===== src/bfa_pkg.sv =====
`timescale 1ns / 1ps
// Shared types and constants for the bitmap first-fit allocator.
// No dependencies; imported by bfa_ctrl, bfa_dpath and the top level.
package bfa_pkg;

    localparam int NUM_ENTRIES = 1024;
    localparam int WORD_BITS   = 32;
    localparam int NUM_WORDS   = (NUM_ENTRIES + WORD_BITS - 1) / WORD_BITS;
    localparam int BIT_W       = $clog2(WORD_BITS);
    localparam int WORD_W      = $clog2(NUM_WORDS);
    localparam int IDX_W       = 10;
    localparam int CNT_W       = 11;
    localparam int ADDR_W      = 3;
    localparam int DATA_W      = 32;

    localparam logic [CNT_W-1:0] CAPACITY = CNT_W'(NUM_ENTRIES);

    typedef enum logic [0:0] {
        MODE_ALLOC = 1'b0,
        MODE_FREE  = 1'b1
    } t_mode;

    typedef enum logic [1:0] {
        ST_ALLOCATED = 2'd0,
        ST_NO_SPACE  = 2'd1,
        ST_FREED     = 2'd2,
        ST_REJECTED  = 2'd3
    } t_status;

    typedef enum logic [0:0] {
        REG_TOTAL = 1'b0,
        REG_SKIP  = 1'b1
    } t_reg;

    typedef struct packed {
        logic accept;
        logic rd_en;
        logic commit;
        logic commit_none;
        logic retry;
    } t_cmd;

    typedef struct packed {
        logic is_alloc;
        logic word_found;
        logic hit;
        logic out_free;
    } t_stat;

endpackage


===== src/bfa_ctrl.sv =====
`timescale 1ns / 1ps
// Sequencer for the allocator: accept, bitmap word search, check and commit.
// Depends on bfa_pkg; drives bfa_dpath through t_cmd and reads t_stat.
module bfa_ctrl (
    input  logic           i_clk,
    input  logic           i_rst_n,
    input  logic           i_valid,
    output logic           o_ready,
    input  bfa_pkg::t_stat i_stat,
    output bfa_pkg::t_cmd  o_cmd
);
    import bfa_pkg::*;

    typedef enum logic [1:0] {
        S_IDLE,
        S_SEEK,
        S_CHECK
    } t_state;

    t_state r_state;
    t_state n_state;

    assign o_ready = (r_state == S_IDLE);

    always_comb begin
        n_state = r_state;
        o_cmd   = '0;
        unique case (r_state)
            S_IDLE: begin
                if (i_valid) begin
                    o_cmd.accept = 1'b1;
                    n_state      = S_SEEK;
                end
            end
            S_SEEK: begin
                if (!i_stat.is_alloc || i_stat.word_found) begin
                    o_cmd.rd_en = 1'b1;
                    n_state     = S_CHECK;
                end else if (i_stat.out_free) begin
                    o_cmd.commit_none = 1'b1;
                    n_state           = S_IDLE;
                end
            end
            S_CHECK: begin
                if (i_stat.is_alloc && !i_stat.hit) begin
                    o_cmd.retry = 1'b1;
                    n_state     = S_SEEK;
                end else if (i_stat.out_free) begin
                    o_cmd.commit = 1'b1;
                    n_state      = S_IDLE;
                end
            end
            default: n_state = S_IDLE;
        endcase
    end

    always_ff @(posedge i_clk) begin
        if (!i_rst_n) begin
            r_state <= S_IDLE;
        end else begin
            r_state <= n_state;
        end
    end

endmodule


===== src/bfa_dpath.sv =====
`timescale 1ns / 1ps
// Datapath: bitmap word memory, full/valid summaries, count and result beat.
// Depends on bfa_pkg; sequenced by bfa_ctrl.
module bfa_dpath (
    input  logic                      i_clk,
    input  logic                      i_rst_n,
    input  bfa_pkg::t_cmd             i_cmd,
    output bfa_pkg::t_stat            o_stat,
    input  logic                      i_mode,
    input  logic [bfa_pkg::IDX_W-1:0] i_entry_index,
    input  logic [bfa_pkg::CNT_W-1:0] i_eff_total,
    input  logic                      i_skip_first,
    output logic                      o_valid,
    input  logic                      i_ready,
    output logic [1:0]                o_status,
    output logic [bfa_pkg::IDX_W-1:0] o_granted_index,
    output logic [bfa_pkg::CNT_W-1:0] o_free_count
);
    import bfa_pkg::*;

    function automatic logic [BIT_W-1:0] lowest_bit(input logic [WORD_BITS-1:0] v);
        logic [BIT_W-1:0] r;
        r = '0;
        for (int i = WORD_BITS - 1; i >= 0; i--) begin
            if (v[i]) r = BIT_W'(i);
        end
        return r;
    endfunction

    function automatic logic [WORD_W-1:0] lowest_word(input logic [NUM_WORDS-1:0] v);
        logic [WORD_W-1:0] r;
        r = '0;
        for (int i = NUM_WORDS - 1; i >= 0; i--) begin
            if (v[i]) r = WORD_W'(i);
        end
        return r;
    endfunction

    logic [WORD_BITS-1:0] r_mem [NUM_WORDS];
    logic [WORD_BITS-1:0] r_rdata;
    logic                 r_rvalid;
    logic [WORD_W-1:0]    r_rword;
    logic [NUM_WORDS-1:0] r_wvalid;
    logic [NUM_WORDS-1:0] r_full;
    logic [NUM_WORDS-1:0] r_tried;
    logic                 r_mode;
    logic [IDX_W-1:0]     r_idx;
    logic [CNT_W-1:0]     r_count;
    logic                 r_ovalid;
    logic [1:0]           r_status;
    logic [IDX_W-1:0]     r_grant;
    logic [CNT_W-1:0]     r_fc;

    logic [NUM_WORDS-1:0] avail;
    logic [WORD_W-1:0]    seek_w;
    logic                 word_found;
    logic [WORD_W-1:0]    rd_addr;
    logic [WORD_BITS-1:0] word_q;
    logic [WORD_BITS-1:0] hi_mask;
    logic [WORD_BITS-1:0] masked;
    logic                 alloc_hit;
    logic [BIT_W-1:0]     clear_pos;
    logic                 free_ok;
    logic [WORD_BITS-1:0] set_word;
    logic [WORD_BITS-1:0] clr_word;
    logic [CNT_W-1:0]     n_count;
    logic [CNT_W-1:0]     fc_next;
    logic [CNT_W-WORD_W-BIT_W-1:0] zpad;
    logic                 out_free;

    assign zpad       = '0;
    assign avail      = ~r_full & ~r_tried;
    assign seek_w     = lowest_word(avail);
    assign word_found = (|avail) && ({zpad, seek_w, BIT_W'(0)} < i_eff_total);
    assign rd_addr    = (r_mode == MODE_FREE) ? r_idx[IDX_W-1 -: WORD_W] : seek_w;
    assign word_q     = r_rvalid ? r_rdata : '0;

    always_comb begin
        if ({zpad, r_rword} < i_eff_total[CNT_W-1:BIT_W]) begin
            hi_mask = '0;
        end else if ({zpad, r_rword} == i_eff_total[CNT_W-1:BIT_W]) begin
            hi_mask = ~(({{(WORD_BITS-1){1'b0}}, 1'b1} << i_eff_total[BIT_W-1:0])
                        - {{(WORD_BITS-1){1'b0}}, 1'b1});
        end else begin
            hi_mask = '1;
        end
    end

    assign masked    = word_q | hi_mask
                     | {{(WORD_BITS-1){1'b0}}, (i_skip_first && (r_rword == '0))};
    assign alloc_hit = ~&masked;
    assign clear_pos = lowest_bit(~masked);
    assign free_ok   = ({1'b0, r_idx} < i_eff_total) && word_q[r_idx[BIT_W-1:0]];
    assign set_word  = word_q | ({{(WORD_BITS-1){1'b0}}, 1'b1} << clear_pos);
    assign clr_word  = word_q & ~({{(WORD_BITS-1){1'b0}}, 1'b1} << r_idx[BIT_W-1:0]);
    assign out_free  = !r_ovalid || i_ready;

    always_comb begin
        n_count = r_count;
        if (i_cmd.commit) begin
            if (r_mode == MODE_ALLOC) begin
                n_count = r_count + CNT_W'(1);
            end else if (free_ok && (r_count != '0)) begin
                n_count = r_count - CNT_W'(1);
            end
        end
        fc_next = (n_count >= i_eff_total) ? '0 : (i_eff_total - n_count);
    end

    assign o_stat.is_alloc   = (r_mode == MODE_ALLOC);
    assign o_stat.word_found = word_found;
    assign o_stat.hit        = (r_mode == MODE_ALLOC) ? alloc_hit : free_ok;
    assign o_stat.out_free   = out_free;

    always_ff @(posedge i_clk) begin
        if (i_cmd.rd_en) begin
            r_rdata <= r_mem[rd_addr];
        end
        if (i_cmd.commit) begin
            if (r_mode == MODE_ALLOC) begin
                r_mem[r_rword] <= set_word;
            end else if (free_ok) begin
                r_mem[r_rword] <= clr_word;
            end
        end
    end

    always_ff @(posedge i_clk) begin
        if (i_cmd.accept) begin
            r_mode <= i_mode;
            r_idx  <= i_entry_index;
        end
        if (i_cmd.rd_en) begin
            r_rword  <= rd_addr;
            r_rvalid <= r_wvalid[rd_addr];
        end
        if (i_cmd.commit || i_cmd.commit_none) begin
            r_fc <= fc_next;
            if (i_cmd.commit_none) begin
                r_status <= ST_NO_SPACE;
                r_grant  <= '0;
            end else if (r_mode == MODE_ALLOC) begin
                r_status <= ST_ALLOCATED;
                r_grant  <= {r_rword, clear_pos};
            end else begin
                r_status <= free_ok ? ST_FREED : ST_REJECTED;
                r_grant  <= '0;
            end
        end
    end

    always_ff @(posedge i_clk) begin
        if (!i_rst_n) begin
            r_wvalid <= '0;
            r_full   <= '0;
            r_tried  <= '0;
            r_count  <= '0;
            r_ovalid <= 1'b0;
        end else begin
            r_count <= n_count;
            if (i_cmd.accept) begin
                r_tried <= '0;
            end else if (i_cmd.retry) begin
                r_tried[r_rword] <= 1'b1;
            end
            if (i_cmd.commit) begin
                if (r_mode == MODE_ALLOC) begin
                    r_wvalid[r_rword] <= 1'b1;
                    r_full[r_rword]   <= &set_word;
                end else if (free_ok) begin
                    r_wvalid[r_rword] <= 1'b1;
                    r_full[r_rword]   <= 1'b0;
                end
            end
            if (i_cmd.commit || i_cmd.commit_none) begin
                r_ovalid <= 1'b1;
            end else if (i_ready) begin
                r_ovalid <= 1'b0;
            end
        end
    end

    assign o_valid         = r_ovalid;
    assign o_status        = r_status;
    assign o_granted_index = r_grant;
    assign o_free_count    = r_fc;

endmodule


===== src/bitmap_first_fit_allocator.sv =====
`timescale 1ns / 1ps
// Bitmap first-fit allocator. Requests are handled one at a time: a free goes from its
// request beat through a word read and a check to its commit, and its result beat is
// registered at that commit. An allocate does the same, but each bitmap word that is
// read and turns out to have no usable free bit sends it back to search another word.
// There are at most two such words: the word that holds the reserved entry zero and the
// partial word at the total. An allocate that runs out of candidate words ends after
// the search. A result beat still waiting on i_ready holds the commit until it is taken.
// The bitmap sits in a single-port word memory with one registered read per word visit.
// Per-word full flags pick the word to read; per-word written flags make a word that was
// never written read as empty, so no clearing pass follows reset.
// Depends on bfa_pkg, bfa_ctrl and bfa_dpath.
module bitmap_first_fit_allocator (
    input  logic                       i_clk,
    input  logic                       i_rst_n,
    input  logic                       i_valid,
    output logic                       o_ready,
    input  logic                       i_mode,
    input  logic [bfa_pkg::IDX_W-1:0]  i_entry_index,
    output logic                       o_valid,
    input  logic                       i_ready,
    output logic [1:0]                 o_status,
    output logic [bfa_pkg::IDX_W-1:0]  o_granted_index,
    output logic [bfa_pkg::CNT_W-1:0]  o_free_count,
    input  logic                       psel,
    input  logic                       penable,
    input  logic                       pwrite,
    input  logic [bfa_pkg::ADDR_W-1:0] paddr,
    input  logic [bfa_pkg::DATA_W-1:0] pwdata,
    output logic [bfa_pkg::DATA_W-1:0] prdata,
    output logic                       pready
);
    import bfa_pkg::*;

    logic [CNT_W-1:0] r_total;
    logic             r_skip;
    logic [CNT_W-1:0] eff_total;
    logic             cfg_wr;
    t_reg             reg_sel;
    t_cmd             cmd;
    t_stat            stat;

    assign pready    = 1'b1;
    assign cfg_wr    = psel && penable && pwrite;
    assign reg_sel   = t_reg'(paddr[2]);
    assign eff_total = (r_total > CAPACITY) ? CAPACITY : r_total;

    always_ff @(posedge i_clk) begin
        if (!i_rst_n) begin
            r_total <= CAPACITY;
            r_skip  <= 1'b0;
        end else if (cfg_wr) begin
            unique case (reg_sel)
                REG_TOTAL: r_total <= pwdata[CNT_W-1:0];
                REG_SKIP:  r_skip  <= pwdata[0];
                default:   r_skip  <= r_skip;
            endcase
        end
    end

    always_comb begin
        unique case (reg_sel)
            REG_TOTAL: prdata = {{(DATA_W-CNT_W){1'b0}}, r_total};
            REG_SKIP:  prdata = {{(DATA_W-1){1'b0}}, r_skip};
            default:   prdata = '0;
        endcase
    end

    bfa_ctrl u_ctrl (
        .i_clk   (i_clk),
        .i_rst_n (i_rst_n),
        .i_valid (i_valid),
        .o_ready (o_ready),
        .i_stat  (stat),
        .o_cmd   (cmd)
    );

    bfa_dpath u_dpath (
        .i_clk           (i_clk),
        .i_rst_n         (i_rst_n),
        .i_cmd           (cmd),
        .o_stat          (stat),
        .i_mode          (i_mode),
        .i_entry_index   (i_entry_index),
        .i_eff_total     (eff_total),
        .i_skip_first    (r_skip),
        .o_valid         (o_valid),
        .i_ready         (i_ready),
        .o_status        (o_status),
        .o_granted_index (o_granted_index),
        .o_free_count    (o_free_count)
    );

`ifndef NO_ASSERTIONS
    a_free_count_bound: assert property (@(posedge i_clk) disable iff (!i_rst_n)
        o_valid |-> (o_free_count <= eff_total))
        else $error("free count above effective total");

    a_grant_zero: assert property (@(posedge i_clk) disable iff (!i_rst_n)
        (o_valid && (o_status != ST_ALLOCATED)) |-> (o_granted_index == '0))
        else $error("nonzero index on a beat that is not a grant");

    a_grant_in_range: assert property (@(posedge i_clk) disable iff (!i_rst_n)
        (cmd.commit && stat.is_alloc) |=> ({1'b0, o_granted_index} < eff_total))
        else $error("granted index beyond effective total");
`endif

endmodule


===== config.mk =====
export PLATFORM = sky130hd
export DESIGN_NAME = bitmap_first_fit_allocator
export DESIGN_NICKNAME = d
export VERILOG_FILES = /design/src/bfa_pkg.sv /design/src/bfa_ctrl.sv /design/src/bfa_dpath.sv /design/src/bitmap_first_fit_allocator.sv
export SDC_FILE = /design/constraint.sdc
export NUM_CORES = 2
export LEC_CHECK = 0
export BUFFER_PORTS_ARGS = -buffer_cell sky130_fd_sc_hd__buf_2
export CAP_MARGIN = 30
export CORE_MARGIN = 5
export CORE_UTILIZATION = 29
export DETAILED_ROUTE_END_ITERATION = 12
export GPL_TIMING_DRIVEN = 0
export PLACE_DENSITY = 0.49
export SLEW_MARGIN = 20
export SYNTH_ARGS = -nofsm -noshare
export SYNTH_HDL_FRONTEND = slang
export SYNTH_HIERARCHICAL = 1
export SYNTH_SLANG_ARGS = --single-unit

===== constraint.sdc =====
create_clock -name i_clk -period 6.3 [get_ports i_clk]
set_input_delay 0.315 -clock i_clk [delete_from_list [all_inputs] [get_ports i_clk]]
set_output_delay 0.315 -clock i_clk [all_outputs]
set_load 0.02 [all_outputs]

## After elaboration in Yosys (flattened, before gate mapping)

Memory sizes are Yosys's and may differ from the RTL's. A register that Yosys moved wholly into a read port is not among the register bits.
Cells that the tools add are included.

- Register bits after elaboration: 162
- Bits in writable memories: 1,024
- Output and inout bits: 58
- Logic and storage cells: 196
- Memories kept: 1

- Add/sub/neg operators: 4
- Magnitude comparators: 9
- Equality and inequality tests: 5
- Shifts and indexed selects: 3
- Mux-type cells: 113
- Bitwise gates (word level): 18
- Reduce and logical (&&, ||, !) cells: 27

Memories:

| name | words | width | read ports | clocked after memory_dff | write ports | RTL line | text |
|---|---|---|---|---|---|---|---|
| u_dpath.r_mem | 32 | 32 | 1 | 1 | 1 | bfa_dpath.sv:39 | `logic [WORD_BITS-1:0] r_mem [NUM_WORDS];` |

Operators by type and width:

| kind | number |
|---|---|
| 2-to-1 mux 5 bit | 65 |
| 2-to-1 mux 32 bit | 8 |
| NOT 32 bit | 6 |
| bitwise OR 32 bit | 4 |
| bitwise AND 32 bit | 3 |
| << shifter 1 x 5 -> 32 bit (first input constant) | 3 |
| case mux 32 bit (2 select lines) | 1 |
| AND reduction 32 bit | 2 |
| 2-to-1 mux 11 bit | 4 |
| bitwise mux 32 bit | 1 |
| bitwise OR 32 x 1 -> 32 bit | 1 |
| OR reduction 32 bit | 1 |
| subtractor 32 x 1 -> 32 bit (second input constant) | 1 |
| 2-to-1 mux 1 bit | 26 |
| < comparator 10 x 11 -> 1 bit | 2 |
| < comparator 5 x 6 -> 1 bit (second input constant) | 3 |
| adder 11 x 1 -> 11 bit (second input constant) | 1 |
| >= comparator 11 bit | 1 |
| greater-than comparator 11 bit (second input constant) | 1 |
| nonzero test 11 bit | 1 |
| subtractor 11 x 1 -> 11 bit (second input constant) | 1 |
| subtractor 11 bit | 1 |
| binary-select mux 1 bit (select 5 bit) | 2 |
| logical AND 1 bit | 8 |
| other kinds (18) | 32 |

## Longest topological paths before layout

- Word-level depth: 47
- Depth in mapped cells: 37

## Modules after synthesis

The synthesis kept the hierarchy.

By module, submodules not included:

| module | times used | cells each | area each (um2) | sequential area each (um2) |
|---|---|---|---|---|
| bfa_dpath | 1 | 3,781 | 52,203.8 | 35,073.6 |
| bitmap_first_fit_allocator | 1 | 100 | 824.5 | 240.2 |
| bfa_ctrl | 1 | 17 | 137.6 | 40.0 |

## Worst setup path after synthesis

No wires, ideal clock.

- Kind: reg2reg
- Start point: register r_total[10]
- End point: register u_dpath.r_fc[2] (netlist: u_dpath/o_free_count[2]), data pin
- Setup time: 270 ps
- Arrival: 6,533 ps
- Slack: -503 ps
- Stages on the path, launching flop included: 38
- Path buffers: 6
- Cell sequence: dfxtp_1 -> buf_2 -> nor2b_1 -> buf_2 -> nor2_1 -> nand3_1 -> ha_1 -> buf_2 -> buf_2 -> nand2_1 -> nor4_1 -> a211oi_1 -> a22oi_2 -> or3b_1 -> or4_1 -> nor3_1 -> nor2_1 -> nand2b_1 -> (+2 left out) -> nand3_1 -> o21ai_0 -> a21oi_1 -> inv_1 -> ha_1 -> nor2b_1 -> o21ai_0 -> a21oi_1 -> o21ai_0 -> a21boi_0 -> o21ai_0 -> a21boi_0 -> o21ai_0 -> a21oi_1 -> o21a_1 -> o32ai_1 -> clkbuf_1 -> nor3_1

RTL lines:

| what | RTL line | text |
|---|---|---|
| start: declaration | bitmap_first_fit_allocator.sv:35 | `logic [CNT_W-1:0] r_total;` |
| start signal: assignment | bitmap_first_fit_allocator.sv:54 | `REG_TOTAL: r_total <= pwdata[CNT_W-1:0];` |
| end signal: assignment | bfa_dpath.sv:138 | `r_fc <= fc_next;` |
| end: declaration | bfa_dpath.sv:52 | `logic [CNT_W-1:0] r_fc;` |

==> impl_metrics.json <==
{
  "outcome": "complete, but fails checks",
  "violations": "setup timing",
  "finalHoldViolCount": 0,
  "wl_per_cell_um": 26.9,
  "pwr-share-seq_pct": 49.0,
  "cts_tree": "yes",
  "setup_viol": 56,
  "drc": 0,
  "n_fill_cell": 17600,
  "drtAntennaViolNets": 0,
  "ff2ff_path_depth": 32,
  "synth_commonest_cells": "1096 x edfxtp_1, 508 x mux2i_1, 317 x nand2_1",
  "worst_ir_drop_vdd_mv": 0.274,
  "yosys_warnings": 6,
  "clockPowerShare_pct": 41.4,
  "die_h_um": 438,
  "r2r_slack_ns": -0.19,
  "syn_to_final_growth_pct": 23.0,
  "num_rows": 157,
  "dieArea_sq_um": 192000,
  "synth_edf_count": 1096,
  "critPathMostFrequentCell": "o21ai_2",
  "synth_area_sq_um": 53200,
  "critPathMaxStageDelay_ns": 0.61,
  "antenna_found_initial": 6,
  "place_area_sq_um": 59400,
  "core_sq_um": 183000,
  "grt-ovfl-total": 0,
  "ys_types": 101,
  "leakage_nw": 21.4,
  "critPathCaptureType": "flip-flop",
  "vias": 35800,
  "critPathKind": "flip-flop to flip-flop",
  "synthMostInstantiatedCell": "edfxtp_1",
  "design_area_sq_um": 65400,
  "pre_cts_ws_ns": -1.87,
  "min_period_over_period_pct": 103,
  "powerDensity_nw_per_um2": 279,
  "routed_wl_mm": 183,
  "crit_arrival_ns": 7.01,
  "synth_top_area_share_pct": 61.9,
  "whs_path_depth": 4,
  "fmax_mhz": 154,
  "drv_cap": 0,
  "synth_cells": 3898,
  "min_from": "penable",
  "cts_inserted_buffers": 140,
  "fin_worst_hold_slack_ns": 0.140,
  "p_total_mw": 18.3,
  "io-pin-count": 111,
  "final_cells": 6828,
  "io_buffer_count": 65,
  "p_int_mw": 13.8,
  "cp_num_buf_inv": 6,
  "firstDrtPassIters": 6,
  "grt_pass1_wl_mm": 256,
  "viasPerCell": 5.25,
  "regToRegEndpoint": "u_dpath/o_free_count[7]$_SDFFCE_PP0P_",
  "utilization_pct": 35.8,
  "regToRegStartpoint": "r_total[10]$_SDFFE_PN1P_",
  "synth_top_cell_by_area": "edfxtp_1",
  "hold_path_end": "r_total[0]$_SDFFE_PN0P_",
  "grt_max_degree": 25,
  "clkTransAtPathRegs_ns": 0.05,
  "finalMaxSlewViolations": 0,
  "yosysSeqAreaShare_pct": 66.5,
  "nets": 4422,
  "combPwrFrac_pct": 9.5,
  "skew_ns": 0.0261,
  "grt_pass1_vias": 34400,
  "chipWidth_um": 438,
  "fin_crit_ns": 6.49,
  "dp_hpwl_mm": 133,
  "cp_max_fo": 10,
  "tightestPinTransition_ns": 1.08,
  "max-slew-margin-rel_pct": 27.3,
  "swShare_pct": 24.6,
  "clock_latency_ns": 0.79,
  "p_switching_mw": 4.50,
  "synth-seq-cells": 1218,
  "clk_path_buf_depth": 3,
  "crit_path_start_kind": "flip-flop",
  "hp-class": "input port to flip-flop",
  "drive_gt1_share_pct": 17.4,
  "synthArstFlopShare_pct": 0,
  "crit_slowest_cell": "or4_4",
  "crit_required_ns": 6.82,
  "dp_cells": 6473,
  "start_util_pct": 29.1,
  "tns_ns": -2.97,
  "setup_slack_ns": -0.194,
  "place.gp.congestion": 0.928,
  "cts_root_buf": "clkbuf_16",
  "drt_iter0_markers": 3473,
  "ys.flop_type": "edfxtp_1",
  "clkSinkCount": 1218,
  "critPathTopFamily": "simple AND/OR/NAND/NOR gates",
  "synth_area_per_cell_sq_um": 13.6,
  "groute.usage.overall_pct": 18.5,
  "cts_htree_levels": 4,
  "ys_top_cells_by_area": "edfxtp_1 62%, mux2i_1 9.6%, dfxtp_1 4.6%",
  "grt_setup_unrepaired": "yes"
}
## logic make-up (layout without fill, tap and decap cells)
group	Yosys count	count (layout)	share of synthesized area (%)
adders and majority gates	35	35	0.833
other	2	25	0.0141
AOI/OAI and AO/OA	826	826	10.7
DFF	1218	1218	66.5
and+or+nand+nor	929	931	8.59
muxes	547	547	10.5
xor gates and xnor gates	13	13	0.214
buffers and inverters	328	848	2.62
## final cells by class
| cell class | instances | area (sq um) | share of cell area (%) |
|---|---|---|---|
| repair buffers | 274 | 3320 | 5.07 |
| multi-input cells | 2374 | 17900 | 27.4 |
| inverters | 40 | 159 | 0.243 |
| diodes | 3 | 7.51 | 0.0115 |
| clock buffers | 183 | 3780 | 5.77 |
| clock inverters | 64 | 458 | 0.700 |
| well taps | 2385 | 2980 | 4.56 |
| plain buffers | 287 | 1410 | 2.16 |
| flip-flops and latches | 1218 | 35400 | 54.1 |
## power groups by stage
stage	clock network (mW)	registers, mW	logic [mW]
floorplan	0	9.12	0.801
global placement	0	9.16	1.45
detailed placement	0	9.12	1.64
CTS	7.75	8.95	1.70
global route	8.10	8.95	1.81
finish	7.56	8.95	1.74
## layout by cell type, fill, tap and decap left out, types with 43 or more instances in the layout
master	count
o22ai_1	85
o21ai_1	43
nand2_1	312
nor3_1	64
o21a_1	47
buf_4	93
buf_2	103
a311oi_1	95
mux2i_1	508
a211oi_1	134
nor2_1	139
a21oi_1	152
edfxtp_1	1096
and2_1	101
clkbuf_1	207
clkbuf_16	143
dfxtp_1	120
## worst min-delay path, stage by stage
cell	delay, ns
buf_2	0.10
and4b_4	0.19
buf_12	0.15
mux2i_1	0.11
## sequential cells by signal, summed over array words and instances (netlist names), 5 cells and up
signal,flops
u_dpath/r_idx,10
u_dpath/r_full,32
r_total,11
u_dpath/o_granted_index,10
u_dpath/r_count,11
u_dpath/r_rword,5
u_dpath/r_tried,32
u_dpath/o_free_count,11
u_dpath/r_mem,1024
u_dpath/r_wvalid,32
u_dpath/r_rdata,32
## how the worst max path moves through the flow
stage	start	to	cells past startpoint
6_report	r_total[10]$_SDFFE_PN1P_	u_dpath/o_free_count[7]$_SDFFCE_PP0P_	32
4_1_cts	r_total[10]$_SDFFE_PN1P_	u_dpath/o_free_count[4]$_SDFFCE_PP0P_	35
3_3_place_gp	r_total[10]$_SDFFE_PN1P_	u_dpath/r_mem[13][14]$_DFFE_PP_	20
5_1_grt	r_total[10]$_SDFFE_PN1P_	u_dpath/o_free_count[4]$_SDFFCE_PP0P_	33
2_1_floorplan	r_total[10]$_SDFFE_PN1P_	u_dpath/o_free_count[4]$_SDFFCE_PP0P_	37
3_5_place_dp	r_total[10]$_SDFFE_PN1P_	u_dpath/o_free_count[3]$_SDFFCE_PP0P_	35
## repair_timing
action,CTS,global route
setup buffers,45,24
setup endpoints to repair,1866,811
hold buffers,29,0
gates cloned,3,1
gates resized for setup,126,75
hold endpoints to repair,37,0
pin swaps,42,45
## metal layers
| metal | vias up | routed length [um] | GRT usage [%] |
|---|---|---|---|
| met5 | - | 0 | 0 |
| met4 | 0 | 8760 | 8.00 |
| met2 | 1355 | 83900 | 29.5 |
| li1 | 16000 | - | - |
| met1 | 18100 | 79400 | 24.7 |
| met3 | 325 | 11300 | 3.23 |
Power figures use the tool's default switching activity.
